===== config.mk =====
export PLATFORM = sky130hd
export DESIGN_NAME = lru_write_buffer_directory
export DESIGN_NICKNAME = d
export VERILOG_FILES = /design/src/rtl/lruwbd_pkg.sv /design/src/rtl/lru_write_buffer_directory.sv
export SDC_FILE = /design/constraint.sdc
export NUM_CORES = 1
export LEC_CHECK = 0
export BUFFER_PORTS_ARGS = -buffer_cell sky130_fd_sc_hd__clkbuf_2
export CAP_MARGIN = 10
export CORE_MARGIN = 2
export CORE_UTILIZATION = 30
export CTS_CLUSTER_DIAMETER = 80
export CTS_CLUSTER_SIZE = 12
export DETAILED_ROUTE_END_ITERATION = 12
export PLACE_DENSITY = 0.47
export REMOVE_ABC_BUFFERS = 1
export SLEW_MARGIN = 20
export SYNTH_ARGS = -nofsm -noshare
export SYNTH_HDL_FRONTEND = slang
export SYNTH_SLANG_ARGS = --single-unit

===== constraint.sdc =====
create_clock -name aclk -period 13.5 [get_ports aclk]
set_input_delay 0.675 -clock aclk [delete_from_list [all_inputs] [get_ports aclk]]
set_output_delay 0.675 -clock aclk [all_outputs]
set_load 0.005 [all_outputs]

===== src/rtl/lruwbd_pkg.sv =====
// ----------------------------------------------------------------------------
// lruwbd_pkg
// shared field widths, operation and status codes for the buffer directory
// ----------------------------------------------------------------------------
package lruwbd_pkg;

    // field widths
    localparam int unsigned OP_W       = 2;
    localparam int unsigned TAG_W      = 32;
    localparam int unsigned LEN_W      = 17;
    localparam int unsigned FILL_W     = 17;
    localparam int unsigned STAT_W     = 2;
    localparam int unsigned IDX_OUT_W  = 4;
    localparam int unsigned IN_DATA_W  = 56;
    localparam int unsigned OUT_DATA_W = 56;

    // block size register reset value
    localparam logic [FILL_W-1:0] BLOCK_BYTES_RST = 17'd4096;

    // operation codes
    localparam logic [OP_W-1:0] OP_ALLOC  = 2'd0;
    localparam logic [OP_W-1:0] OP_APPEND = 2'd1;
    localparam logic [OP_W-1:0] OP_READ   = 2'd2;

    // status codes
    localparam logic [STAT_W-1:0] STAT_OK   = 2'd0;
    localparam logic [STAT_W-1:0] STAT_WB   = 2'd1;
    localparam logic [STAT_W-1:0] STAT_MISS = 2'd2;
    localparam logic [STAT_W-1:0] STAT_FULL = 2'd3;

endpackage


===== src/rtl/lru_write_buffer_directory.sv =====
// ----------------------------------------------------------------------------
// lru_write_buffer_directory
// result path: allocate, successful append and read run both sweeps;
//   miss, full and unused codes skip the touch sweep
// throughput: one request at a time, next request taken in the cycle after
//   the result is loaded; both sweeps go through the single age memory read port
// reset: aresetn synchronous active low, all entries free, ages read as zero,
//   block size back to 4096
// ----------------------------------------------------------------------------
// Directory for a fully associative write buffer with counter based LRU.
// Each entry holds a tag, a valid mark, an age and a fill count.
// A request is processed in four phases:
//   scan  : one entry per cycle through the shared compare unit, finding the
//           first oldest entry (allocate) or the first valid tag match
//   eval  : status, fill sum and block limit check, tag and fill writes
//   touch : second sweep rewriting every age against the reference age
//   done  : result waits for a free output register
// ----------------------------------------------------------------------------
module lru_write_buffer_directory #(
    parameter int unsigned ENTRIES = 16
) (
    input  logic                               aclk,
    input  logic                               aresetn,
    // configuration: block_bytes
    input  logic                               cfg_wr_en,
    input  logic [lruwbd_pkg::FILL_W-1:0]      cfg_wr_data,
    // request channel
    input  logic                               s_tvalid,
    output logic                               s_tready,
    // [1:0] operation, [33:2] tag, [50:34] length, [55:51] zero
    input  logic [lruwbd_pkg::IN_DATA_W-1:0]   s_tdata,
    // result channel
    output logic                               m_tvalid,
    input  logic                               m_tready,
    // [1:0] status, [5:2] entry_index, [22:6] fill_bytes, [54:23] evicted_tag,
    // [55] zero
    output logic [lruwbd_pkg::OUT_DATA_W-1:0]  m_tdata
);

    localparam int unsigned IW = (ENTRIES > 1) ? $clog2(ENTRIES) : 1;
    localparam logic [IW-1:0] LAST_IDX = IW'(ENTRIES - 1);

    localparam int unsigned TAG_W  = lruwbd_pkg::TAG_W;
    localparam int unsigned FILL_W = lruwbd_pkg::FILL_W;
    localparam int unsigned OP_W   = lruwbd_pkg::OP_W;
    localparam int unsigned STAT_W = lruwbd_pkg::STAT_W;

    // sequencer states
    localparam logic [2:0] S_IDLE  = 3'd0;
    localparam logic [2:0] S_SCAN  = 3'd1;
    localparam logic [2:0] S_EVAL  = 3'd2;
    localparam logic [2:0] S_TOUCH = 3'd3;
    localparam logic [2:0] S_DONE  = 3'd4;

    // entry storage: tag, fill and age memories, valid marks in flops
    logic [TAG_W-1:0]  tag_mem  [ENTRIES];
    logic [FILL_W-1:0] fill_mem [ENTRIES];
    logic [IW-1:0]     age_mem  [ENTRIES];

    logic [TAG_W-1:0]  tag_rd_reg;
    logic [FILL_W-1:0] fill_rd_reg;
    logic [IW-1:0]     age_rd_reg;

    // control state
    logic [2:0]          state_reg, state_next;
    logic [IW-1:0]       cnt_reg, cnt_next;
    logic                iss_done_reg, iss_done_next;
    logic                rd_vld_reg, rd_vld_next;
    logic [IW-1:0]       rd_idx_reg, rd_idx_next;
    logic [ENTRIES-1:0]  valid_reg, valid_next;
    // an age never written reads as zero
    logic [ENTRIES-1:0]  age_vld_reg, age_vld_next;
    logic [FILL_W-1:0]   block_bytes_reg, block_bytes_next;
    logic                hit_reg, hit_next;
    logic                m_tvalid_reg, m_tvalid_next;

    // latched request
    logic [OP_W-1:0]     op_reg, op_next;
    logic [TAG_W-1:0]    tag_reg, tag_next;
    logic [FILL_W-1:0]   len_reg, len_next;

    // selected entry captured during the scan
    logic [IW-1:0]       sel_idx_reg, sel_idx_next;
    logic [IW-1:0]       sel_age_reg, sel_age_next;
    logic [TAG_W-1:0]    sel_tag_reg, sel_tag_next;
    logic [FILL_W-1:0]   sel_fill_reg, sel_fill_next;
    logic                sel_valid_reg, sel_valid_next;

    // result fields
    logic [STAT_W-1:0]   res_status_reg, res_status_next;
    logic [IW-1:0]       res_idx_reg, res_idx_next;
    logic [FILL_W-1:0]   res_fill_reg, res_fill_next;
    logic [TAG_W-1:0]    res_evict_reg, res_evict_next;
    logic [lruwbd_pkg::OUT_DATA_W-1:0] m_tdata_reg, m_tdata_next;

    // memory ports
    logic                tag_we, fill_we, age_we;
    logic [FILL_W-1:0]   fill_wd;
    logic [IW-1:0]       age_wd;

    // shared unit signals
    logic [IW-1:0]       age_eff;
    logic [FILL_W-1:0]   fill_eff;
    logic                ent_valid;
    logic [FILL_W:0]     fill_sum;
    logic [IW-1:0]       age_inc;
    logic                out_free;

    assign s_tready = (state_reg == S_IDLE);
    assign m_tvalid = m_tvalid_reg;
    assign m_tdata  = m_tdata_reg;
    assign out_free = !m_tvalid_reg || m_tready;

    // memories: one read at cnt, one write per cycle
    always_ff @(posedge aclk) begin
        tag_rd_reg  <= tag_mem[cnt_reg];
        fill_rd_reg <= fill_mem[cnt_reg];
        age_rd_reg  <= age_mem[cnt_reg];
        if (tag_we) begin
            tag_mem[sel_idx_reg] <= tag_reg;
        end
        if (fill_we) begin
            fill_mem[sel_idx_reg] <= fill_wd;
        end
        if (age_we) begin
            age_mem[rd_idx_reg] <= age_wd;
        end
    end

    // entry read back with the reset value for never written entries
    assign ent_valid = valid_reg[rd_idx_reg];
    assign age_eff   = age_vld_reg[rd_idx_reg] ? age_rd_reg : '0;
    assign fill_eff  = ent_valid ? fill_rd_reg : '0;
    assign age_inc   = (age_eff == LAST_IDX) ? '0 : age_eff + 1'b1;
    assign fill_sum  = {1'b0, sel_fill_reg} + {1'b0, len_reg};

    always_comb begin
        state_next       = state_reg;
        cnt_next         = cnt_reg;
        iss_done_next    = iss_done_reg;
        rd_vld_next      = 1'b0;
        rd_idx_next      = cnt_reg;
        valid_next       = valid_reg;
        age_vld_next     = age_vld_reg;
        block_bytes_next = block_bytes_reg;
        hit_next         = hit_reg;
        op_next          = op_reg;
        tag_next         = tag_reg;
        len_next         = len_reg;
        sel_idx_next     = sel_idx_reg;
        sel_age_next     = sel_age_reg;
        sel_tag_next     = sel_tag_reg;
        sel_fill_next    = sel_fill_reg;
        sel_valid_next   = sel_valid_reg;
        res_status_next  = res_status_reg;
        res_idx_next     = res_idx_reg;
        res_fill_next    = res_fill_reg;
        res_evict_next   = res_evict_reg;
        m_tdata_next     = m_tdata_reg;
        m_tvalid_next    = m_tvalid_reg && !m_tready;
        tag_we           = 1'b0;
        fill_we          = 1'b0;
        fill_wd          = '0;
        age_we           = 1'b0;
        age_wd           = '0;

        if (cfg_wr_en) begin
            block_bytes_next = cfg_wr_data;
        end

        // address sweep shared by scan and touch
        if ((state_reg == S_SCAN || state_reg == S_TOUCH) && !iss_done_reg) begin
            rd_vld_next = 1'b1;
            if (cnt_reg == LAST_IDX) begin
                iss_done_next = 1'b1;
            end else begin
                cnt_next = cnt_reg + 1'b1;
            end
        end

        unique case (state_reg)
            S_IDLE: begin
                if (s_tvalid) begin
                    op_next       = s_tdata[1:0];
                    tag_next      = s_tdata[33:2];
                    len_next      = s_tdata[50:34];
                    cnt_next      = '0;
                    iss_done_next = 1'b0;
                    hit_next      = 1'b0;
                    state_next    = S_SCAN;
                end
            end
            S_SCAN: begin
                if (rd_vld_reg) begin
                    if (op_reg == lruwbd_pkg::OP_ALLOC) begin
                        // first entry with the greatest age
                        if (rd_idx_reg == '0 || age_eff > sel_age_reg) begin
                            sel_idx_next   = rd_idx_reg;
                            sel_age_next   = age_eff;
                            sel_tag_next   = tag_rd_reg;
                            sel_fill_next  = fill_eff;
                            sel_valid_next = ent_valid;
                        end
                    end else if (!hit_reg && ent_valid && tag_rd_reg == tag_reg) begin
                        // lowest numbered valid match
                        hit_next      = 1'b1;
                        sel_idx_next  = rd_idx_reg;
                        sel_age_next  = age_eff;
                        sel_fill_next = fill_eff;
                    end
                    if (rd_idx_reg == LAST_IDX) begin
                        state_next = S_EVAL;
                    end
                end
            end
            S_EVAL: begin
                cnt_next        = '0;
                iss_done_next   = 1'b0;
                res_status_next = lruwbd_pkg::STAT_MISS;
                res_idx_next    = '0;
                res_fill_next   = '0;
                res_evict_next  = '0;
                state_next      = S_DONE;
                unique case (op_reg)
                    lruwbd_pkg::OP_ALLOC: begin
                        res_status_next = sel_valid_reg ? lruwbd_pkg::STAT_WB
                                                        : lruwbd_pkg::STAT_OK;
                        res_idx_next    = sel_idx_reg;
                        res_fill_next   = sel_fill_reg;
                        res_evict_next  = sel_valid_reg ? sel_tag_reg : '0;
                        // install new tag with an empty block
                        tag_we          = 1'b1;
                        fill_we         = 1'b1;
                        fill_wd         = '0;
                        valid_next[sel_idx_reg] = 1'b1;
                        state_next      = S_TOUCH;
                    end
                    lruwbd_pkg::OP_APPEND: begin
                        if (hit_reg) begin
                            res_idx_next = sel_idx_reg;
                            if (fill_sum >= {1'b0, block_bytes_reg}) begin
                                // block would reach capacity, nothing changes
                                res_status_next = lruwbd_pkg::STAT_FULL;
                                res_fill_next   = sel_fill_reg;
                            end else begin
                                res_status_next = lruwbd_pkg::STAT_OK;
                                res_fill_next   = fill_sum[FILL_W-1:0];
                                fill_we         = 1'b1;
                                fill_wd         = fill_sum[FILL_W-1:0];
                                state_next      = S_TOUCH;
                            end
                        end
                    end
                    lruwbd_pkg::OP_READ: begin
                        if (hit_reg) begin
                            res_status_next = lruwbd_pkg::STAT_OK;
                            res_idx_next    = sel_idx_reg;
                            res_fill_next   = sel_fill_reg;
                            state_next      = S_TOUCH;
                        end
                    end
                    default: begin
                        // unused code reports a miss
                    end
                endcase
            end
            S_TOUCH: begin
                if (rd_vld_reg) begin
                    age_we = 1'b1;
                    age_vld_next[rd_idx_reg] = 1'b1;
                    if (rd_idx_reg == sel_idx_reg) begin
                        age_wd = '0;
                    end else if (age_eff <= sel_age_reg) begin
                        age_wd = age_inc;
                    end else begin
                        age_wd = age_eff;
                    end
                    if (rd_idx_reg == LAST_IDX) begin
                        state_next = S_DONE;
                    end
                end
            end
            S_DONE: begin
                if (out_free) begin
                    m_tvalid_next = 1'b1;
                    m_tdata_next  = {1'b0, res_evict_reg, res_fill_reg,
                                     lruwbd_pkg::IDX_OUT_W'(res_idx_reg),
                                     res_status_reg};
                    state_next    = S_IDLE;
                end
            end
            default: begin
                state_next = S_IDLE;
            end
        endcase
    end

    always_ff @(posedge aclk) begin
        if (!aresetn) begin
            state_reg       <= S_IDLE;
            cnt_reg         <= '0;
            iss_done_reg    <= 1'b0;
            rd_vld_reg      <= 1'b0;
            valid_reg       <= '0;
            age_vld_reg     <= '0;
            block_bytes_reg <= lruwbd_pkg::BLOCK_BYTES_RST;
            hit_reg         <= 1'b0;
            m_tvalid_reg    <= 1'b0;
        end else begin
            state_reg       <= state_next;
            cnt_reg         <= cnt_next;
            iss_done_reg    <= iss_done_next;
            rd_vld_reg      <= rd_vld_next;
            valid_reg       <= valid_next;
            age_vld_reg     <= age_vld_next;
            block_bytes_reg <= block_bytes_next;
            hit_reg         <= hit_next;
            m_tvalid_reg    <= m_tvalid_next;
        end
    end

    // payload registers
    always_ff @(posedge aclk) begin
        rd_idx_reg     <= rd_idx_next;
        op_reg         <= op_next;
        tag_reg        <= tag_next;
        len_reg        <= len_next;
        sel_idx_reg    <= sel_idx_next;
        sel_age_reg    <= sel_age_next;
        sel_tag_reg    <= sel_tag_next;
        sel_fill_reg   <= sel_fill_next;
        sel_valid_reg  <= sel_valid_next;
        res_status_reg <= res_status_next;
        res_idx_reg    <= res_idx_next;
        res_fill_reg   <= res_fill_next;
        res_evict_reg  <= res_evict_next;
        m_tdata_reg    <= m_tdata_next;
    end

endmodule


==> impl_metrics.csv <==
group,metric,value,unit
run_status,status,"finished clean",
synthesis,synthAdderAreaFrac,1.27,%
placement,place_hpwl,57000,um
clock_network,cts_tree,"yes",
power_and_ir_drop,total_power,7.12,mW
worst_setup_path,worstPathRequired,13.86,ns
route,wire_per_inst,24.7,um
sta,grt_setup_unrepaired,"no",
clock_network,clk_latency,0.73,ns
sta,maxSlewViolCount,0,
clock_network,cts_root_buf,"clkbuf_16",
global_route,track_usage,14.0,%
clock_network,cts_buffers,111,
worst_setup_path,path_class,"flop to flop",
floorplan,rows,141,
route,viasPerCell,4.84,
cells_and_area,area_growth,14.5,%
global_route,grt.overflow.total,0,
clock_network,cts_setup_buffers,0,
synthesis,ys_seq_elements,1184,
power_and_ir_drop,leakage,16.8,nW
worst_setup_path,critPathArrivalTime,6.36,ns
clock_network,clkSinkCount,1184,
clock_network,htreeDepth,3,
route,vias,20843,
floorplan,core_area,148000,sq um
cells_and_area,utilization,34.7,%
floorplan,start_util,30.3,%
clock_network,cts_resized,0,
synthesis,syn_inst,2091,
route,route.detailed.drc,0,
synthesis,synthMuxAreaShare,14.2,%
clock_network,postCtsHoldBufs,0,
sta,finClkSkew,0.0553,ns
synthesis,avgSynthCellArea,21.4,sq um
floorplan,die_w,390,um
flow_run,max_cap_viol_count,0,
cells_and_area,n_fill_cell,13849,
route,ant_nets,0,
floorplan,pin_count,136,
synthesis,yosysSeqAreaShare,76.8,%
sta,hold_viol,0,
global_route,grt_pass1_vias,21994,
floorplan,fp.dieH,390,um
worst_setup_path,endpoint_kind,"flop",
sta,final-setup-viol-count,0,
placement,routabilityCongestion,0.771,
sta,period_share,44.4,%
cells_and_area,top_register,"tag_mem",
cells_and_area,drive_gt1_share,26.7,%
worst_hold_path,min_path_type,"input port to flop",
placement,portBuffers,129,
route,dr.pass1.iters,5,
floorplan,design.die.area,152000,sq um
worst_setup_path,cp_max_fo,16,
global_route,antenna_found_initial,4,
clock_network,clk_pin_slew,0.06,ns
global_route,grt_pass1_wl,154000,um
route,drtIter0Drc,1769,
synthesis,synth_edf_count,1067,
global_route,grt_max_degree,63,
synthesis,ys_async_sr_fraction,0,%
synthesis,synthFlopType,"edfxtp_1",
sta,hold-worst-slack,0.118,ns
cells_and_area,final_nets,2413,
synthesis,synth_top_family_by_area,"multiplexers",
clock_network,clockBufferDepth,3,
synthesis,synth_area,44800,sq um
worst_setup_path,worstSetupStartpointType,"flop",
synthesis,synth.distinct_cells,63,
synthesis,synth_xor_xnor_area_share,1.06,%
cells_and_area,largest_reg_flops,512,
power_and_ir_drop,vdd_drop_max,0.129,mV
power_and_ir_drop,p_per_area,139,nW/um^2
sta,max_freq,167,MHz
sta,final.setup.tns,0,ns
synthesis,synth_compound_area_share,2.38,%
sta,slew_headroom,29.4,%
synthesis,yosysWarnings,0,
sta,worstMarginPinSlew,1.06,ns
cells_and_area,largest_registers,"tag_mem (512), fill_mem (272), age_mem (64)",
route,wl,106000,um
synthesis,synth_simple_gate_area_share,3.10,%
sta,period_minus_slack,5.99,ns
==> cell type report <==
class / count / area, sq um / area share, %
Sequential cell: 1184 / 34400 / 67.1
Multi-Input combinational cell: 782 / 10000 / 19.6
Clock buffer: 188 / 3090 / 6.03
Tap cell: 1930 / 2410 / 4.71
Timing Repair Buffer: 180 / 1030 / 2.01
Clock inverter: 10 / 129 / 0.252
Inverter: 31 / 118 / 0.230
Antenna cell: 1 / 2.50 / 0.00488
==> report_power, final <==
group | internal (mW) | switching [mW] | leakage, nW
Clock | 1.55 | 1.33 | 1.53
Sequential | 3.99 | 0.0437 | 11.4
Combinational | 0.0986 | 0.108 | 3.93
Total | 5.64 | 1.48 | 16.8
==> worst paths after layout <==
| path | from | slack (ns) | cells past startpoint | endpoint |
|---|---|---|---|---|
| max | sel_fill_reg[0] | 7.51 | 16 | fill_mem[13][15] |
| min | s_tdata[24] | 0.12 | 1 | tag_reg[22] |
| max reg2reg | sel_fill_reg[0] | 7.51 | 16 | fill_mem[13][15] |
| min reg2reg | res_evict_reg[20] | 0.42 | 0 | m_tdata[43] |
==> critical path: stages (launching register included) <==
cell       delay (ns)
edfxtp_1         0.40
ha_1             0.25
fa_1             0.43
a211oi_1         0.39
o211ai_1         0.26
a211o_1          0.32
a21oi_1          0.17
xnor2_1          0.22
ha_1             0.33
and4_1           0.25
a221oi_1         0.36
a21oi_1          0.21
a2111oi_4        0.34
buf_4            0.32
o21ai_4          0.22
nor3_2           0.71
buf_4            0.41
==> metal layers <==
metal  global-route usage (%)  wire length (um)  up-vias
met5                        0                 0        -
met4                     3.53              2300        0
met3                     2.88              5750      159
met2                     22.2             50400      555
met1                     19.6             48000    11141
li1                         -                 -     8988
==> cell families after synthesis <==
family,after synthesis
other,1
adders and majority gates,45
buffers and inverters,125
xor gates and xnor gates,54
and+or+nand+nor,250
DFF,1184
muxes,292
AOI/OAI and AO/OA,140
==> through the flow <==
stage               worst slack, ns  instances  cell area (sq um)
finish                         7.51       4306              51200
floorplan                      3.34       1997              44400
global placement               7.55       4107              48000
detailed placement             7.51       4107              48000
global route                   7.24       4305              51200
CTS                            7.43       4305              51200
==> cells in the mapped netlist, drive strengths merged, types with 33 or more instances <==
cell	instances	share of area, %
edfxtp	1067	72
mux4	275	14
dfxtp	117	5.2
clkbuf	60	0.50
nor2	54	0.47
and3	49	0.68
ha	44	1.2
o21a	42	0.70
buf	34	0.37
nand2	33	0.28
==> cells in the final DEF (no fill, tap or decap), types with 31 or more instances in the layout <==
cell / Yosys / routed
clkbuf_1: 60 / 76
edfxtp_1: 1067 / 1067
xor2_1: 31 / 31
clkbuf_2: 0 / 129
clkbuf_16: 0 / 112
dfxtp_1: 117 / 113
o21a_1: 42 / 42
buf_4: 1 / 50
mux4_2: 275 / 275
and3_1: 49 / 47
nor2_1: 53 / 37
ha_1: 44 / 43
nand2_1: 33 / 33
No activity file was read; power rests on OpenSTA's default activity.
